[src/hw/rtl/esbrt_pkg.sv]
// shared types, codes and defaults of the exact-size block reuse table
`timescale 1ns / 1ps

package esbrt_pkg;

    localparam int TABLE_ENTRIES_DEF = 64;
    localparam int DATA_W            = 32;
    localparam int CFG_IDX_W         = 1;

    localparam logic [DATA_W-1:0] HEAP_BASE_RST  = 32'd4096;
    localparam logic [DATA_W-1:0] HEAP_LIMIT_RST = 32'hFFFF_FFFF;

    localparam logic [CFG_IDX_W-1:0] CFG_HEAP_BASE  = 1'd0;
    localparam logic [CFG_IDX_W-1:0] CFG_HEAP_LIMIT = 1'd1;

    localparam logic [1:0] OP_ALLOC = 2'd0;
    localparam logic [1:0] OP_FREE  = 2'd1;
    localparam logic [1:0] OP_CLEAR = 2'd2;

    localparam logic [3:0] STATUS_REUSED       = 4'd0;
    localparam logic [3:0] STATUS_NEW          = 4'd1;
    localparam logic [3:0] STATUS_NULL         = 4'd2;
    localparam logic [3:0] STATUS_FREED        = 4'd3;
    localparam logic [3:0] STATUS_EMPTY        = 4'd4;
    localparam logic [3:0] STATUS_DOUBLE       = 4'd5;
    localparam logic [3:0] STATUS_UNKNOWN      = 4'd6;
    localparam logic [3:0] STATUS_FULL         = 4'd7;
    localparam logic [3:0] STATUS_EXHAUSTED    = 4'd8;
    localparam logic [3:0] STATUS_CLEARED      = 4'd9;
    localparam logic [3:0] STATUS_CLEARED_BUSY = 4'd10;

    typedef struct packed {
        logic              busy;
        logic [DATA_W-1:0] bytes;
        logic [DATA_W-1:0] base;
    } entry_t;

endpackage

[src/hw/rtl/esbrt_mem.sv]
// block table memory, one write port and one registered read port
`timescale 1ns / 1ps

module esbrt_mem #(
    parameter int ENTRIES = esbrt_pkg::TABLE_ENTRIES_DEF,
    parameter int IDX_W   = (ENTRIES > 1) ? $clog2(ENTRIES) : 1
) (
    input  logic                clk,
    input  logic                rd_en,
    input  logic [IDX_W-1:0]    rd_idx,
    output esbrt_pkg::entry_t   rd_data,
    input  logic                wr_en,
    input  logic [IDX_W-1:0]    wr_idx,
    input  esbrt_pkg::entry_t   wr_data
);

    esbrt_pkg::entry_t mem [ENTRIES];

    always_ff @(posedge clk)
    begin
        if (wr_en)
        begin
            mem[wr_idx] <= wr_data;
        end
        if (rd_en)
        begin
            rd_data <= mem[rd_idx];
        end
    end

endmodule

[config.mk]
export PLATFORM = sky130hd
export DESIGN_NAME = esbrt_mem
export DESIGN_NICKNAME = d
export VERILOG_FILES = /design/src/hw/rtl/esbrt_pkg.sv /design/src/hw/rtl/esbrt_mem.sv
export SDC_FILE = /design/constraint.sdc
export NUM_CORES = 2
export LEC_CHECK = 0
export BUFFER_PORTS_ARGS = -buffer_cell sky130_fd_sc_hd__buf_4
export CORE_ASPECT_RATIO = 0.5
export CORE_MARGIN = 2
export CORE_UTILIZATION = 41
export DETAILED_ROUTE_END_ITERATION = 8
export PLACE_DENSITY = 0.67
export SYNTH_ARGS = -nofsm -noshare
export SYNTH_HDL_FRONTEND = slang
export SYNTH_MEMORY_MAX_BITS = 65536
export SYNTH_SLANG_ARGS = --single-unit
[constraint.sdc]
create_clock -name clk -period 12.53 [get_ports clk]
set_clock_uncertainty 0.15 [all_clocks]
set_input_delay 3.1325 -clock clk [delete_from_list [all_inputs] [get_ports clk]]
set_output_delay 3.1325 -clock clk [all_outputs]
set_load 0.005 [all_outputs]
==> impl_metrics.env <==
export IMPL_status="finished, violations left"
export IMPL_violations="antenna violations"
export IMPL_crit_fanout=28
export IMPL_synthArstFlopShare_pct=0
export IMPL_cp_required_ns=12.90
export IMPL_fmax_mhz=159
export IMPL_synthTopCellsByCount="edfxtp_1, mux4_2, a22oi_1, buf_2, o22ai_1"
export IMPL_cts_tree="built"
export IMPL_hold_viol=0
export IMPL_syn_area_mm2=0.159
export IMPL_crit_path_top_delay_cell="nor2_4"
export IMPL_final_max_slew_violation_count=0
export IMPL_reg2reg_depth=4
export IMPL_grt_pass1_vias=75600
export IMPL_fin_cells=12400
export IMPL_setup_violations=0
export IMPL_drtAntennaViolNets=1
export IMPL_nets=7050
export IMPL_ys_top_cells_by_area="edfxtp_1, mux4_2, a22oi_1"
export IMPL_r2r_end="rd_data[22]$_DFFE_PP_"
export IMPL_post_route_util_pct=46.4
export IMPL_netlist_instances=6606
export IMPL_grt_overflow=0
export IMPL_tns_ns=0
export IMPL_synth_edf_count=4225
export IMPL_min_to="rd_data[52]$_DFFE_PP_"
export IMPL_crit_chain="buf_4, nor2b_1, nand3_1, nor2_4, buf_4, buf_4"
export IMPL_yosys_warnings=0
export IMPL_die_width_um=885
export IMPL_power_frac_seq_pct=55.4
export IMPL_yosysSeqAreaShare_pct=79.8
export IMPL_rows=161
export IMPL_portBuffers=144
export IMPL_p_int_mw=22.4
export IMPL_mappedNetlistNets=6686
export IMPL_rrSetupSlack_ns=10.39
export IMPL_synth_distinct_cells=26
export IMPL_whs_ns=0.764
export IMPL_avgViaCountPerCell=6.32
export IMPL_hp_start="mem[30][52]$_DFFE_PP_"
export IMPL_start_kind="input port"
export IMPL_initial_core_util_pct=41.3
export IMPL_synth_most_common_cell="edfxtp_1"
export IMPL_place_gp_congestion=0.790
export IMPL_clk_root_buffer_cell="clkbuf_16"
export IMPL_swShare_pct=21.0
export IMPL_antenna_found_initial=25
export IMPL_dr_pass1_iters=8
export IMPL_holdBufCountCts=0
export IMPL_grt_setup_unrepaired="no"
export IMPL_postCtsSetupBuffers=0
export IMPL_ir_worst_vdd_mv=0.120
export IMPL_critPathMaxStageDelay_ns=1.10
export IMPL_finalCritPeriodShare_pct=50.1
export IMPL_drv_cap=0
export IMPL_dp_cells=11700
export IMPL_endpoint_kind="flop"
export IMPL_cts_sink_count=4225
export IMPL_drive_above_1_share_pct=27.3
export IMPL_netlist_area_leader_share_pct=79.8
export IMPL_die_y_um=444
export IMPL_fin_crit_ns=6.28
export IMPL_r2r_start="mem[0][22]$_DFFE_PP_"
export IMPL_drc=0
export IMPL_crit_top_cell="buf_4"
export IMPL_min_path_type="flop to flop"
export IMPL_power_switching_mw=5.96
export IMPL_io_pins=145
export IMPL_syn_avg_cell_area_um2=24.1
export IMPL_whs_path_depth=4
export IMPL_combPwrFrac_pct=4.6
export IMPL_post_dp_hpwl_um=223000
export IMPL_cts_max_level=5
export IMPL_core_mm2=0.385
export IMPL_num_vias=78600
export IMPL_wire_per_inst_um=35.8
export IMPL_synth_top_area_cell="edfxtp_1"
export IMPL_tightest_slew_ns=1.34
export IMPL_grt_util_all_layers_pct=22.0
export IMPL_worstSetupPathType="input port to flop"
export IMPL_drt_initial_drc_count=13100
export IMPL_p_clk_share_pct=40.0
export IMPL_grt_first_pass_wirelength_um=610000
export IMPL_syn_to_final_growth_pct=12.5
export IMPL_die_area_mm2=0.393
export IMPL_powerDensity_mw_per_mm2=159
export IMPL_cts_inserted_buffers=389
export IMPL_cts_max_path_buffers=4
export IMPL_ctsResizeCount=0
export IMPL_leakagePower_nw=54.7
export IMPL_clk_latency_ns=0.91
export IMPL_slew_headroom_pct=10.7
export IMPL_crit_arrival_ns=6.65
export IMPL_path_clk_slew_ns=0.06
export IMPL_synthFlopType="edfxtp_1"
export IMPL_grt_max_degree=149
export IMPL_routed_wl_um=445000
export IMPL_synth_seq_cells=4225
metrics by stage:
stage / area [um2] / setup WS (ns) / total power, mW
final: 179000 / 6.25 / 28.4
after global routing: 179000 / 6.21 / 29.1
after CTS: 179000 / 6.36 / 28.5
after detailed placement: 167000 / 5.41 / 17.3
after global placement: 167000 / 5.46 / 17.3
after floorplan: 159000 / 3.74 / 16.7
worst max path at each step:
| stage | start | end | slack [ns] | depth (start not counted) |
|---|---|---|---|---|
| 3_5_place_dp | wr_en | mem[6][19]$_DFFE_PP_ | 5.41 | 6 |
| 4_1_cts | wr_en | mem[6][20]$_DFFE_PP_ | 6.36 | 6 |
| 6_report | wr_en | mem[6][20]$_DFFE_PP_ | 6.25 | 6 |
| 5_1_grt | wr_en | mem[6][20]$_DFFE_PP_ | 6.21 | 6 |
| 3_3_place_gp | wr_idx[4] | mem[16][46]$_DFFE_PP_ | 5.46 | 6 |
| 2_1_floorplan | wr_idx[3] | mem[48][0]$_DFFE_PP_ | 3.74 | 4 |
power by group through the flow:
stage                     logic [mW]  clock network, mW  registers [mW]
after floorplan                0.723                  0            16.0
after global placement          1.28                  0            16.0
after detailed placement        1.30                  0            16.0
after CTS                       1.30               11.4            15.7
after global routing            1.37               12.0            15.7
final                           1.30               11.4            15.7
metal layers:
metal	global-route usage (%)	part of all wire, %
met1	31.5	37
met3	4.89	13
met2	33.9	46
met5	0	0.0076
met4	7.35	3.7
cell type report:
class,count,area [um2]
Fill cell,30900,207000
Clock buffer,482,10200
Tap cell,5134,6420
Multi-Input combinational cell,2004,30800
Timing Repair Buffer,350,2820
Clock inverter,225,1710
Antenna cell,13,32.5
Sequential cell,4225,127000
worst max-delay path, delay by kind of cell:
family / cells / cell delay, ns
buffers and inverters: 3 / 1.47
and+or+nand+nor: 3 / 1.93
cell families (layout without fill, tap and decap cells):
| logic type | Yosys count | count (layout) | share of synthesized area [%] |
|---|---|---|---|
| other | 0 | 13 | 0 |
| flip-flops | 4225 | 4225 | 79.8 |
| AO/OA/AOI/OAI | 566 | 566 | 2.71 |
| AND/OR/NAND/NOR | 295 | 295 | 0.907 |
| multiplexers | 1143 | 1143 | 15.4 |
| buffers and inverters | 377 | 1057 | 1.20 |
registers in the layout, summed over array words and instances, names as in the netlist:
| register | flops |
|---|---|
| rd_data | 65 |
| mem | 4160 |
cells in the final DEF, fill, tap and decap left out, drive strengths merged:
| cell | Yosys | routed |
|---|---|---|
| clkbuf | 120 | 482 |
| buf | 257 | 350 |
| a22oi | 260 | 260 |
| mux2i | 103 | 103 |
| edfxtp | 4225 | 4225 |
| diode | 0 | 13 |
| nand3b | 25 | 25 |
| o22ai | 130 | 130 |
| nand4b | 1 | 1 |
| or3 | 3 | 3 |
| nand3 | 115 | 115 |
| mux4 | 1040 | 1040 |
| a211oi | 65 | 65 |
| nor3 | 2 | 2 |
| nor2b | 9 | 9 |
| inv | 0 | 11 |
| nand4 | 2 | 2 |
| and2 | 3 | 3 |
| clkinvlp | 0 | 7 |
| or3b | 4 | 4 |
| bufinv | 0 | 23 |
| o211a | 65 | 65 |
| o221ai | 46 | 46 |
| clkinv | 0 | 184 |
| nand2b | 9 | 9 |
| nand2 | 8 | 8 |
| or2 | 2 | 2 |
| nor2 | 112 | 112 |
No activity file was read; power rests on OpenSTA's default activity.
