## src/hw/rtl/esbrt_pkg.sv

```systemverilog
// shared types, codes and defaults of the exact-size block reuse table
`timescale 1ns / 1ps

package esbrt_pkg;

    localparam int TABLE_ENTRIES_DEF = 64;
    localparam int DATA_W            = 32;
    localparam int CFG_IDX_W         = 1;

    localparam logic [DATA_W-1:0] HEAP_BASE_RST  = 32'd4096;
    localparam logic [DATA_W-1:0] HEAP_LIMIT_RST = 32'hFFFF_FFFF;

    localparam logic [CFG_IDX_W-1:0] CFG_HEAP_BASE  = 1'd0;
    localparam logic [CFG_IDX_W-1:0] CFG_HEAP_LIMIT = 1'd1;

    localparam logic [1:0] OP_ALLOC = 2'd0;
    localparam logic [1:0] OP_FREE  = 2'd1;
    localparam logic [1:0] OP_CLEAR = 2'd2;

    localparam logic [3:0] STATUS_REUSED       = 4'd0;
    localparam logic [3:0] STATUS_NEW          = 4'd1;
    localparam logic [3:0] STATUS_NULL         = 4'd2;
    localparam logic [3:0] STATUS_FREED        = 4'd3;
    localparam logic [3:0] STATUS_EMPTY        = 4'd4;
    localparam logic [3:0] STATUS_DOUBLE       = 4'd5;
    localparam logic [3:0] STATUS_UNKNOWN      = 4'd6;
    localparam logic [3:0] STATUS_FULL         = 4'd7;
    localparam logic [3:0] STATUS_EXHAUSTED    = 4'd8;
    localparam logic [3:0] STATUS_CLEARED      = 4'd9;
    localparam logic [3:0] STATUS_CLEARED_BUSY = 4'd10;

    typedef struct packed {
        logic              busy;
        logic [DATA_W-1:0] bytes;
        logic [DATA_W-1:0] base;
    } entry_t;

endpackage

```

## src/hw/rtl/esbrt_ctrl.sv

```systemverilog
// request sequencer: table scan, entry update, bump pointer and result register
`timescale 1ns / 1ps

module esbrt_ctrl #(
    parameter int ENTRIES = esbrt_pkg::TABLE_ENTRIES_DEF,
    parameter int IDX_W   = (ENTRIES > 1) ? $clog2(ENTRIES) : 1,
    parameter int CNT_W   = $clog2(ENTRIES + 1)
) (
    input  logic                          clk,
    input  logic                          rst_n,
    input  logic                          in_valid,
    output logic                          in_stall,
    input  logic [1:0]                    operation,
    input  logic [esbrt_pkg::DATA_W-1:0]  block_size,
    input  logic [esbrt_pkg::DATA_W-1:0]  block_address,
    output logic                          out_valid,
    input  logic                          out_stall,
    output logic [esbrt_pkg::DATA_W-1:0]  result_address,
    output logic [3:0]                    status,
    input  logic [esbrt_pkg::DATA_W-1:0]  heap_base,
    input  logic [esbrt_pkg::DATA_W-1:0]  heap_limit,
    output logic                          mem_rd_en,
    output logic [IDX_W-1:0]              mem_rd_idx,
    input  esbrt_pkg::entry_t             mem_rd_data,
    output logic                          mem_wr_en,
    output logic [IDX_W-1:0]              mem_wr_idx,
    output esbrt_pkg::entry_t             mem_wr_data
);

    typedef enum logic [1:0] {
        ST_IDLE,
        ST_SCAN,
        ST_NEW,
        ST_DONE
    } state_t;

    state_t                         state_reg, state_next;
    logic [1:0]                     op_reg, op_next;
    logic [esbrt_pkg::DATA_W-1:0]   size_reg, size_next;
    logic [esbrt_pkg::DATA_W-1:0]   addr_reg, addr_next;
    logic [IDX_W-1:0]               idx_reg, idx_next;
    logic [CNT_W-1:0]               count_reg, count_next;
    logic [CNT_W-1:0]               busy_cnt_reg, busy_cnt_next;
    logic [esbrt_pkg::DATA_W-1:0]   bytes_reg, bytes_next;
    logic [esbrt_pkg::DATA_W-1:0]   res_addr_reg, res_addr_next;
    logic [3:0]                     res_status_reg, res_status_next;
    logic                           out_valid_reg, out_valid_next;
    logic [esbrt_pkg::DATA_W-1:0]   out_addr_reg, out_addr_next;
    logic [3:0]                     out_status_reg, out_status_next;

    logic                           accept;
    logic                           last_entry;
    logic [esbrt_pkg::DATA_W:0]     need_bytes;
    logic                           exhausted;
    logic                           table_full;

    assign in_stall       = (state_reg != ST_IDLE);
    assign accept         = in_valid && !in_stall;
    assign out_valid      = out_valid_reg;
    assign result_address = out_addr_reg;
    assign status         = out_status_reg;

    assign last_entry = ((CNT_W'(idx_reg) + CNT_W'(1)) == count_reg);
    assign need_bytes = {1'b0, bytes_reg} + {1'b0, size_reg};
    assign exhausted  = need_bytes > {1'b0, heap_limit};
    assign table_full = (count_reg == CNT_W'(ENTRIES));

    always_comb
    begin
        state_next      = state_reg;
        op_next         = op_reg;
        size_next       = size_reg;
        addr_next       = addr_reg;
        idx_next        = idx_reg;
        count_next      = count_reg;
        busy_cnt_next   = busy_cnt_reg;
        bytes_next      = bytes_reg;
        res_addr_next   = res_addr_reg;
        res_status_next = res_status_reg;
        out_valid_next  = out_valid_reg && out_stall;
        out_addr_next   = out_addr_reg;
        out_status_next = out_status_reg;
        mem_rd_en       = 1'b0;
        mem_rd_idx      = idx_reg + IDX_W'(1);
        mem_wr_en       = 1'b0;
        mem_wr_idx      = idx_reg;
        mem_wr_data     = mem_rd_data;

        unique case (state_reg)
            ST_IDLE:
            begin
                if (accept)
                begin
                    op_next       = operation;
                    size_next     = block_size;
                    addr_next     = block_address;
                    idx_next      = '0;
                    res_addr_next = '0;
                    mem_rd_en     = 1'b1;
                    mem_rd_idx    = '0;
                    state_next    = ST_DONE;
                    case (operation)
                        esbrt_pkg::OP_ALLOC:
                        begin
                            state_next = (count_reg == '0) ? ST_NEW : ST_SCAN;
                        end
                        esbrt_pkg::OP_FREE:
                        begin
                            if (block_address == '0)
                            begin
                                res_status_next = esbrt_pkg::STATUS_NULL;
                            end
                            else if (count_reg == '0)
                            begin
                                res_status_next = esbrt_pkg::STATUS_EMPTY;
                            end
                            else
                            begin
                                state_next = ST_SCAN;
                            end
                        end
                        esbrt_pkg::OP_CLEAR:
                        begin
                            res_status_next = (busy_cnt_reg != '0)
                                ? esbrt_pkg::STATUS_CLEARED_BUSY
                                : esbrt_pkg::STATUS_CLEARED;
                            count_next      = '0;
                            busy_cnt_next   = '0;
                            bytes_next      = '0;
                        end
                        default:
                        begin
                            res_status_next = esbrt_pkg::STATUS_NULL;
                        end
                    endcase
                end
            end
            ST_SCAN:
            begin
                if (op_reg == esbrt_pkg::OP_ALLOC)
                begin
                    if (!mem_rd_data.busy && (mem_rd_data.bytes == size_reg))
                    begin
                        mem_wr_en        = 1'b1;
                        mem_wr_data.busy = 1'b1;
                        busy_cnt_next    = busy_cnt_reg + CNT_W'(1);
                        res_addr_next    = mem_rd_data.base;
                        res_status_next  = esbrt_pkg::STATUS_REUSED;
                        state_next       = ST_DONE;
                    end
                    else if (last_entry)
                    begin
                        state_next = ST_NEW;
                    end
                    else
                    begin
                        idx_next  = idx_reg + IDX_W'(1);
                        mem_rd_en = 1'b1;
                    end
                end
                else
                begin
                    if (mem_rd_data.base == addr_reg)
                    begin
                        if (!mem_rd_data.busy)
                        begin
                            res_status_next = esbrt_pkg::STATUS_DOUBLE;
                        end
                        else
                        begin
                            mem_wr_en        = 1'b1;
                            mem_wr_data.busy = 1'b0;
                            busy_cnt_next    = busy_cnt_reg - CNT_W'(1);
                            res_status_next  = esbrt_pkg::STATUS_FREED;
                        end
                        state_next = ST_DONE;
                    end
                    else if (last_entry)
                    begin
                        res_status_next = esbrt_pkg::STATUS_UNKNOWN;
                        state_next      = ST_DONE;
                    end
                    else
                    begin
                        idx_next  = idx_reg + IDX_W'(1);
                        mem_rd_en = 1'b1;
                    end
                end
            end
            ST_NEW:
            begin
                if (table_full)
                begin
                    res_status_next = esbrt_pkg::STATUS_FULL;
                end
                else if (exhausted)
                begin
                    res_status_next = esbrt_pkg::STATUS_EXHAUSTED;
                end
                else
                begin
                    mem_wr_en         = 1'b1;
                    mem_wr_idx        = count_reg[IDX_W-1:0];
                    mem_wr_data.busy  = 1'b1;
                    mem_wr_data.bytes = size_reg;
                    mem_wr_data.base  = heap_base + bytes_reg;
                    count_next        = count_reg + CNT_W'(1);
                    busy_cnt_next     = busy_cnt_reg + CNT_W'(1);
                    bytes_next        = need_bytes[esbrt_pkg::DATA_W-1:0];
                    res_addr_next     = heap_base + bytes_reg;
                    res_status_next   = esbrt_pkg::STATUS_NEW;
                end
                state_next = ST_DONE;
            end
            ST_DONE:
            begin
                if (!out_valid_reg || !out_stall)
                begin
                    out_valid_next  = 1'b1;
                    out_addr_next   = res_addr_reg;
                    out_status_next = res_status_reg;
                    state_next      = ST_IDLE;
                end
            end
            default:
            begin
                state_next = ST_IDLE;
            end
        endcase
    end

    always_ff @(posedge clk or negedge rst_n)
    begin
        if (!rst_n)
        begin
            state_reg     <= ST_IDLE;
            count_reg     <= '0;
            busy_cnt_reg  <= '0;
            bytes_reg     <= '0;
            out_valid_reg <= 1'b0;
        end
        else
        begin
            state_reg     <= state_next;
            count_reg     <= count_next;
            busy_cnt_reg  <= busy_cnt_next;
            bytes_reg     <= bytes_next;
            out_valid_reg <= out_valid_next;
        end
    end

    always_ff @(posedge clk)
    begin
        op_reg         <= op_next;
        size_reg       <= size_next;
        addr_reg       <= addr_next;
        idx_reg        <= idx_next;
        res_addr_reg   <= res_addr_next;
        res_status_reg <= res_status_next;
        out_addr_reg   <= out_addr_next;
        out_status_reg <= out_status_next;
    end

    busy_within_count: assert property (@(posedge clk) disable iff (!rst_n)
        busy_cnt_reg <= count_reg)
        else $error("busy block count exceeds table fill");

    count_in_range: assert property (@(posedge clk) disable iff (!rst_n)
        count_reg <= CNT_W'(ENTRIES))
        else $error("table fill beyond capacity");

    no_same_entry_rw: assert property (@(posedge clk) disable iff (!rst_n)
        !(mem_wr_en && mem_rd_en && (mem_wr_idx == mem_rd_idx)))
        else $error("read and write of one entry in the same cycle");

    fill_only_cleared: assert property (@(posedge clk) disable iff (!rst_n)
        (count_reg != '0) && !(accept && (operation == esbrt_pkg::OP_CLEAR))
        |=> (count_reg != '0))
        else $error("table fill dropped without a clear");

    new_entry_in_free_row: assert property (@(posedge clk) disable iff (!rst_n)
        (state_reg == ST_NEW) && mem_wr_en |-> !table_full && !exhausted)
        else $error("new entry written with no room");

endmodule

```

## config.mk

```make
export PLATFORM = sky130hd
export DESIGN_NAME = esbrt_ctrl
export DESIGN_NICKNAME = d
export VERILOG_FILES = /design/src/hw/rtl/esbrt_pkg.sv /design/src/hw/rtl/esbrt_ctrl.sv
export SDC_FILE = /design/constraint.sdc
export NUM_CORES = 1
export LEC_CHECK = 0
export BUFFER_PORTS_ARGS = -buffer_cell sky130_fd_sc_hd__buf_2
export CAP_MARGIN = 20
export CORE_ASPECT_RATIO = 0.5
export CORE_UTILIZATION = 55
export DETAILED_ROUTE_END_ITERATION = 7
export PLACE_DENSITY_LB_ADDON = 0.05
export SLEW_MARGIN = 20
export SYNTH_ARGS = -nofsm -noshare
export SYNTH_HDL_FRONTEND = slang
export SYNTH_SLANG_ARGS = --single-unit
```

## constraint.sdc

```tcl
create_clock -name clk -period 7.78 [get_ports clk]
set_clock_uncertainty 0.05 [all_clocks]
set_input_delay 0.778 -clock clk [delete_from_list [all_inputs] [get_ports clk]]
set_output_delay 0.778 -clock clk [all_outputs]
set_load 0.02 [all_outputs]
```

==> results.py, run 1 <==
metrics = {
    "worst_setup_path": {
        "worst_path_max_delay_cell": "nand3_2",
        "critPathLaunchType": "flip-flop",
        "crit_top_cell": "a21oi_1",
        "cpPeakStageDelay_ns": 0.58,
        "cp_cell_sequence": "ha_1, inv_1, fa_1, nand2b_1, a21oi_1, o211ai_2, a21oi_1, o211a_4, a221o_1, a21oi_1, xnor2_1, ha_1, a21oi_1, o21ai_0, a2111oi_2, o211ai_1, nor3_2, a211o_1, nand3_2, mux2_2, buf_2",
        "critical_path_class": "flip-flop to output port",
        "critPathMaxFanout": 19,
        "cp_num_buf_inv": 2,
        "critPathRequiredTime_ns": 6.95,
        "crit_family": "compound AO/OA/AOI/OAI gates",
        "end_kind": "output port",
        "arrival_ns": 6.54,
    },
    "sta": {
        "post-route-period-util": 0.947,
        "maxSlewViolCount": 0,
        "rsz0062_at_grt": "true",
        "slew-limit-headroom": 0.192,
        "tightestPinTransition_ns": 1.21,
        "timing.fmax_ghz": 0.136,
        "fin_ws_ns": 0.413,
        "min_period_ns": 7.37,
        "setup_tns_ns": 0,
        "setup_viol": 0,
        "hold_viol": 0,
    },
    "die": {
        "io_pins": 316,
        "dieArea_mm2": 0.0251,
        "core_area_mm2": 0.0240,
        "start_util": 0.560,
        "rows": 40,
        "die_w_um": 223,
        "die_y_um": 113,
    },
    "global_route": {
        "grt_usage": 0.346,
        "grt_pass1_wl_um": 65000,
        "grt_max_degree": 74,
        "grt_overflow": 0,
        "grt_pass1_vias": 11400,
        "grt_antenna_before_repair": 3,
    },
    "routing": {
        "viasPerCell": 6.14,
        "dr.pass1.iters": 5,
        "drtIter0Drc": 1346,
        "vias": 12100,
        "drt-total-wl_um": 43400,
        "drt-wirelength-per-cell_um": 22.1,
        "antenna_left": 0,
        "drc": 0,
    },
    "clock_tree": {
        "holdBufCountCts": 0,
        "clock-sinks": 193,
        "clk_latency_ns": 0.46,
        "clock_tree.root_cell": "clkbuf_16",
        "cts_tree": "built",
        "post_cts_buffers": 0,
        "clock_path_buffers": 2,
        "cts_made_buffers": 17,
        "path_clk_slew_ns": 0.08,
        "htreeDepth": 4,
        "cts-resized-gates": 0,
    },
    "place": {
        "place.gp.congestion": 0.948,
        "port_buffers": 315,
        "place_ws_ns": 0.833,
        "hpwl_um": 34300,
    },
    "yosys": {
        "yosysTopAreaCell": "edfxtp_1",
        "synth_cells": 1324,
        "syn-cell-area_mm2": 0.0135,
        "syn-num-nets": 1632,
        "synthFlopType": "edfxtp_1",
        "synth_cell_types": 76,
        "synth_top_area_share": 0.321,
        "synth_commonest_cells": "edfxtp_1, ha_1, inv_1",
        "synth_edf_count": 144,
        "ys_seq_area_frac": 0.412,
        "yosys-top-cells-area": "edfxtp_1, ha_1, dfrtp_1, xnor2_1, mux2_1",
        "synthArstFlopShare": 0.254,
        "yosys_register_bits": 193,
        "ys_warn_count": 0,
        "yosysMostFrequentCell": "edfxtp_1",
        "syn_area_per_cell_um2": 10.2,
    },
    "layout": {
        "area_growth_pct": 18.7,
        "drive_gt1_frac": 0.244,
        "nets": 1940,
    },
    "power": {
        "p_leak_nw": 7.11,
        "vdd.ir_drop.worst_mv": 0.216,
        "power_density_mw_per_mm2": 422,
    },
    "flow_run": {
        "cap_viol_max_count": 0,
    },
    "run_status": {
        "outcome": "finished clean",
    },
    "worst_hold_path": {
        "hold_path.class": "input port to async pin",
    },
}
==> path summary, 6_finish.rpt <==
kind / start / to / slack [ns] / depth (start not counted)
min in group clk: res_addr_reg[31] / result_address[31] / 0.37 / 0
worst min-delay path: rst_n / out_valid / 0.36 / 2
worst max-delay path: size_reg[0] / mem_wr_data[19] / 0.41 / 21
max in group asynchronous: rst_n / count_reg[1] / 6.83 / 2
worst min register to register: res_addr_reg[31] / result_address[31] / 0.37 / 0
worst max register to register: size_reg[0] / res_addr_reg[1] / 1.54 / 21
==> report_power, final <==
group	total, W	internal, W	leakage [nW]	switching [W]
combinational	0.00405	0.00145	4.81	0.00261
sequential	0.00183	0.00159	2.03	0.000242
clock	0.000859	0.000422	0.275	0.000437
==> logic make-up after synthesis <==
logic type | after synthesis | synth area share
xor gates and xnor gates | 137 | 0.0891
buffers and inverters | 133 | 0.0393
muxes | 72 | 0.0595
AOI/OAI and AO/OA | 352 | 0.174
and+or+nand+nor | 328 | 0.124
adders and majority gates | 109 | 0.102
DFF | 193 | 0.412
==> layout make-up <==
class | count | area, um^2
diodes | 1 | 2.50
repair buffers | 326 | 1680
flip-flops and latches | 193 | 5550
clock inverters | 14 | 126
multi-input cells | 1000 | 7450
well taps | 315 | 394
fillers | 1909 | 8040
clock buffers | 18 | 429
inverters | 94 | 353
==> per-layer routing <==
layer	track usage	vias to the layer above	share of wire
met5	0	-	0.00060
met4	0.0790	4	0.013
met3	0.0634	48	0.097
met2	0.531	667	0.44
met1	0.508	5773	0.45
li1	-	5558	-
==> per-stage QoR <==
step / std cells / util / hold WS (ns) / total power (W) / instance area [um^2]
floorplan: 1324 / - / 0.350 / 0.00455 / 13500
global placement: 1925 / 0.640 / 0.351 / 0.00565 / 15400
detailed placement: 1925 / 0.640 / 0.355 / 0.00575 / 15400
CTS: 1957 / 0.663 / 0.372 / 0.00661 / 15900
global route: 1961 / 0.665 / 0.378 / 0.00712 / 16000
finish: 1961 / 0.665 / 0.361 / 0.00674 / 16000
==> cell usage in the layout, fill, tap and decap left out, types with 17 or more instances in the layout <==
| cell | synthesis | layout |
|---|---|---|
| a21oi_1 | 89 | 88 |
| mux2_2 | 23 | 23 |
| inv_1 | 94 | 94 |
| buf_2 | 9 | 315 |
| a21o_1 | 34 | 34 |
| dfrtp_1 | 49 | 49 |
| nand4_1 | 24 | 24 |
| nor4_1 | 26 | 26 |
| a22o_1 | 33 | 33 |
| nand3_1 | 57 | 56 |
| nor2_1 | 66 | 64 |
| mux2_1 | 41 | 41 |
| xor2_1 | 52 | 52 |
| o21ai_1 | 34 | 34 |
| xnor2_1 | 85 | 85 |
| o21ai_0 | 55 | 55 |
| ha_1 | 107 | 107 |
| nand2_1 | 76 | 76 |
| clkbuf_16 | 0 | 17 |
| edfxtp_1 | 144 | 144 |
No activity file was read; power rests on OpenSTA's default activity.
==> run 2: changes to the inputs <==
--- a/constraint.sdc
+++ b/constraint.sdc
@@ -4,2 +4,2 @@
 set_output_delay 0.778 -clock clk [all_outputs]
-set_load 0.02 [all_outputs]
+set_load 0.05 [all_outputs]
==> results.py, run 2 (same netlist as run 1, synthesis figures left out) <==
metrics = {
    "run_status": {
        "outcome": "finished clean",
    },
    "worst_setup_path": {
        "critical_path.reg2reg.startpoint": "size_reg[0]",
        "arrival_ns": 6.59,
        "end_kind": "output port",
        "r2r_slack_ns": 1.22,
        "critical_path_class": "flip-flop to output port",
        "worstReg2RegEnd": "bytes_reg[20]",
        "critPathMaxFanout": 38,
        "ff2ff_path_depth": 22,
        "critPathRequiredTime_ns": 6.95,
        "critPathLaunchType": "flip-flop",
    },
    "clock_tree": {
        "clock-sinks": 193,
        "clk_latency_ns": 0.46,
        "path_clk_slew_ns": 0.08,
        "htreeDepth": 4,
        "cts_tree": "built",
        "clock_tree.root_cell": "clkbuf_16",
        "cts_made_buffers": 17,
        "clock_path_buffers": 2,
    },
    "sta": {
        "slew-limit-headroom": 0.123,
        "rsz0062_at_grt": "false",
        "timing.fmax_ghz": 0.135,
        "hold_viol": 0,
        "tightestPinTransition_ns": 1.32,
        "min_period_ns": 7.42,
        "post-route-period-util": 0.954,
        "setup_viol": 0,
        "setup_tns_ns": 0,
        "maxSlewViolCount": 0,
        "fin_ws_ns": 0.361,
    },
    "routing": {
        "dr.pass1.iters": 5,
        "drt-wirelength-per-cell_um": 22.0,
        "drtIter0Drc": 1211,
        "drc": 0,
        "vias": 12000,
        "antenna_left": 0,
        "drt-total-wl_um": 43200,
        "viasPerCell": 6.10,
    },
    "global_route": {
        "grt_pass1_wl_um": 62700,
        "grt_usage": 0.335,
        "grt_overflow": 0,
        "grt_pass1_vias": 10800,
        "grt_max_degree": 74,
        "grt_antenna_before_repair": 2,
    },
    "die": {
        "rows": 40,
        "die_y_um": 113,
        "core_area_mm2": 0.0240,
        "start_util": 0.560,
        "die_w_um": 223,
        "dieArea_mm2": 0.0251,
        "io_pins": 316,
    },
    "power": {
        "vdd.ir_drop.worst_mv": 0.238,
        "finalPower_w": 0.00750,
        "p_leak_nw": 7.13,
        "power_density_mw_per_mm2": 467,
    },
    "layout": {
        "post-route-cell-area_mm2": 0.0161,
        "final_common_cell": "buf_2",
        "final_cell_mix": "buf_2, edfxtp_1, ha_1, inv_1, a21oi_1",
        "area_growth_pct": 19.3,
        "post-route-util": 0.668,
        "nets": 1939,
        "drive_gt1_frac": 0.245,
    },
    "worst_hold_path": {
        "hold_path.class": "input port to async pin",
    },
    "flow_run": {
        "cap_viol_max_count": 0,
    },
    "place": {
        "hpwl_um": 33800,
        "place.gp.congestion": 0.962,
        "placed_area_mm2": 0.0154,
        "place_ws_ns": 0.851,
        "port_buffers": 315,
    },
}
run 2: how the worst max path moves through the flow:
| stage | startpoint | endpoint | slack, ns | cells after the start |
|---|---|---|---|---|
| 3_3_place_gp | size_reg[3] | mem_wr_data[50] | 0.92 | 20 |
| 5_1_grt | size_reg[0] | mem_wr_data[38] | 0.03 | 22 |
| 2_1_floorplan | size_reg[5] | mem_wr_idx[1] | 1.54 | 19 |
| 4_1_cts | size_reg[3] | mem_wr_data[50] | 0.32 | 20 |
| 3_5_place_dp | size_reg[3] | mem_wr_data[50] | 0.85 | 20 |
| 6_report | size_reg[0] | mem_wr_data[50] | 0.36 | 22 |
run 2: area by class of cell:
cell class / instances / area (um^2)
Clock buffer: 17 / 425
Fill cell: 1898 / 7970
Sequential cell: 193 / 5550
Tap cell: 315 / 394
Antenna cell: 2 / 5.00
Inverter: 94 / 353
Multi-Input combinational cell: 1000 / 7450
Timing Repair Buffer: 325 / 1680
Clock inverter: 15 / 191
run 2: timing repair:
item                       4_1_cts  5_1_grt
buffers inserted                 0        0
gates resized for setup          0        1
setup endpoints to repair        0       33
hold buffers                     0        0
run 2: layer usage:
| layer | global-route usage | vias up | part of all wire |
|---|---|---|---|
| met5 | 0 | - | 0.00030 |
| met4 | 0.0594 | 2 | 0.011 |
| met3 | 0.0791 | 42 | 0.10 |
| met2 | 0.509 | 628 | 0.44 |
| met1 | 0.493 | 5733 | 0.45 |
| li1 | - | 5559 | - |
run 2: worst max-delay path: stages, from the launching register on:
cell and delay, ns:
edfxtp_1 0.41, ha_1 0.22, inv_1 0.06, fa_1 0.42, nand2b_1 0.20, a21oi_1 0.32, o211ai_2 0.14, a21oi_1 0.32
o211a_4 0.26, o21a_1 0.12, nor2_1 0.05, xnor2_1 0.36, ha_1 0.21, and3_1 0.15, nand4_1 0.13, or3_1 0.51
a211oi_1 0.46, nor3_2 0.12, a211o_1 0.51, nand3_4 0.30, buf_12 0.26, mux2_2 0.36, buf_2 0.21
run 2: through the flow:
stage	cells	hold slack, ns
6_report	1961	0.364
5_1_grt	1959	0.374
4_1_cts	1956	0.368
3_5_place_dp	1924	0.355
3_3_place_gp	1924	0.351
2_1_floorplan	1324	0.350
run 2: report_power, final:
group | internal [W] | total [W] | leakage [nW] | switching (W)
Sequential | 0.00159 | 0.00184 | 2.03 | 0.000246
Clock | 0.000464 | 0.000924 | 0.296 | 0.000460
Combinational | 0.00145 | 0.00474 | 4.81 | 0.00329
Total | 0.00350 | 0.00750 | 7.13 | 0.00399
==> run 3: changes to the inputs <==
--- a/config.mk
+++ b/config.mk
@@ -8,3 +8,3 @@
 export BUFFER_PORTS_ARGS = -buffer_cell sky130_fd_sc_hd__buf_2
-export CAP_MARGIN = 20
+export CAP_MARGIN = 0
 export CORE_ASPECT_RATIO = 0.5
@@ -13,2 +13,3 @@
 export PLACE_DENSITY_LB_ADDON = 0.05
+export RECOVER_POWER = 25
 export SLEW_MARGIN = 20
--- a/constraint.sdc
+++ b/constraint.sdc
@@ -4,2 +4,2 @@
 set_output_delay 0.778 -clock clk [all_outputs]
-set_load 0.05 [all_outputs]
+set_load 0.02 [all_outputs]
==> results.py, run 3 (same netlist as run 1, synthesis figures left out) <==
metrics = {
    "run_status": {
        "outcome": "finished with violations",
        "violations": "max-capacitance violations, max-slew violations",
    },
    "routing": {
        "antenna_left": 0,
        "drc": 0,
        "dr.pass1.iters": 7,
        "drtIter0Drc": 1305,
        "drt-total-wl_um": 43600,
        "vias": 12100,
        "drt-wirelength-per-cell_um": 22.2,
        "viasPerCell": 6.17,
    },
    "sta": {
        "hold_viol": 0,
        "fin_ws_ns": 0.432,
        "setup_viol": 0,
        "tightestPinTransition_ns": 2.85,
        "timing.fmax_ghz": 0.136,
        "maxSlewViolCount": 50,
        "hold_slack_ns": 0.371,
        "post-route-period-util": 0.944,
        "rsz0062_at_grt": "true",
        "min_period_ns": 7.35,
        "slew-limit-headroom": -0.897,
    },
    "worst_setup_path": {
        "arrival_ns": 6.52,
        "r2r_slack_ns": 1.55,
        "startpoint": "size_reg[0]",
        "ff2ff_path_depth": 21,
        "end_kind": "output port",
        "critPathMaxFanout": 19,
        "cpPeakStageDelay_ns": 0.58,
        "cp_cell_sequence": "ha_1, inv_1, fa_1, nand2b_1, a21oi_1, o211ai_2, a21oi_1, o211a_4, a221o_1, a21oi_1, xnor2_1, ha_1, a21oi_1, o21ai_0, a2111oi_2, o211ai_1, nor3_2, a211o_1, nand3_2, mux2_2, buf_2",
        "path_depth": 21,
        "worstReg2RegEnd": "res_addr_reg[11]",
        "critPathRequiredTime_ns": 6.95,
        "critical_path.reg2reg.startpoint": "size_reg[0]",
        "critPathLaunchType": "flip-flop",
        "crit_top_cell": "a21oi_1",
        "cp_num_buf_inv": 2,
        "critPathCapture": "mem_wr_data[19]",
        "crit_family": "compound AO/OA/AOI/OAI gates",
        "worst_path_max_delay_cell": "nand3_2",
        "critical_path_class": "flip-flop to output port",
    },
    "place": {
        "port_buffers": 315,
        "place_ws_ns": 0.833,
        "dp_cells": 1925,
        "hpwl_um": 34300,
        "place.gp.congestion": 0.948,
    },
    "layout": {
        "post-route-util": 0.664,
        "nets": 1940,
        "area_growth_pct": 18.5,
        "final_cells": 1961,
        "final_cell_mix": "buf_2, edfxtp_1, ha_1, inv_1, a21oi_1",
        "final_common_cell": "buf_2",
        "final.fill_count": 1929,
        "regArea_mm2": 0.00555,
        "multi_input_area_mm2": 0.00745,
        "drive_gt1_frac": 0.227,
    },
    "power": {
        "finalPower_w": 0.00675,
        "p_leak_nw": 7.03,
        "vdd.ir_drop.worst_mv": 0.219,
        "power_density_mw_per_mm2": 423,
    },
    "clock_tree": {
        "clk_latency_ns": 0.46,
        "htreeDepth": 4,
        "cts_tree": "built",
        "holdBufCountCts": 0,
        "cts_made_buffers": 17,
        "clock_path_buffers": 2,
        "path_clk_slew_ns": 0.08,
        "clock-sinks": 193,
        "clock_tree.root_cell": "clkbuf_16",
    },
    "die": {
        "core_area_mm2": 0.0240,
        "die_y_um": 113,
        "io_pins": 316,
        "die_w_um": 223,
        "rows": 40,
        "dieArea_mm2": 0.0251,
        "start_util": 0.560,
    },
    "global_route": {
        "grt_pass1_wl_um": 65000,
        "grt_usage": 0.346,
        "grt_overflow": 0,
        "grt_max_degree": 74,
        "grt_pass1_vias": 11400,
        "grt_antenna_before_repair": 3,
    },
    "flow_run": {
        "cap_viol_max_count": 1,
    },
    "worst_hold_path": {
        "hold_path.class": "flip-flop to flip-flop",
    },
}
## run 3: cell count changes in the layout (fill, tap and decap cells not counted), sizes merged
cell / before / now
clkbuf: 17 / 45
buf: 325 / 299
clkinv: 6 / 7
clkinvlp: 1 / 0
diode: 2 / 1
bufinv: 1 / 0
## run 3: how the worst min path moves through the flow
| stage | endpoint | startpoint | slack (ns) | cells after the start |
|---|---|---|---|---|
| after floorplan | result_address[0] | res_addr_reg[0] | 0.35 | 0 |
| after global placement | result_address[5] | res_addr_reg[5] | 0.35 | 0 |
| after detailed placement | result_address[31] | res_addr_reg[31] | 0.35 | 0 |
| after CTS | result_address[31] | res_addr_reg[31] | 0.37 | 0 |
| after global routing | result_address[24] | res_addr_reg[24] | 0.38 | 0 |
| final | result_address[31] | res_addr_reg[31] | 0.37 | 0 |
## run 3: what timing repair did
item	CTS	global route
resized for setup	0	1
endpoints found under the setup margin	0	39
buffers inserted	0	0
endpoints found under the hold margin	0	0
## run 3: final cells by class
cell class,instances,share of cell area
Sequential cell,193,0.348
Timing Repair Buffer,326,0.103
Clock buffer,18,0.0269
Inverter,94,0.0221
Clock inverter,14,0.00792
Tap cell,315,0.0247
Antenna cell,1,0.000157
Multi-Input combinational cell,1000,0.467
## run 3: power by group
group / internal (W) / switching, W / total [W]
clock network: 0.000422 / 0.000437 / 0.000859
registers: 0.00159 / 0.000244 / 0.00183
logic: 0.00144 / 0.00261 / 0.00406
## run 3: per-layer routing
layer  wire (um)  GRT usage
met5          26          0
met4         568     0.0790
met3        4100     0.0634
met2       19100      0.531
met1       19800      0.508
## run 3: per-stage QoR
stage,cell area (um^2),TNS [ns]
finish,15900,0
global route,15900,-0.0100
CTS,15900,0
detailed placement,15400,0
global placement,15400,0
floorplan,13500,0
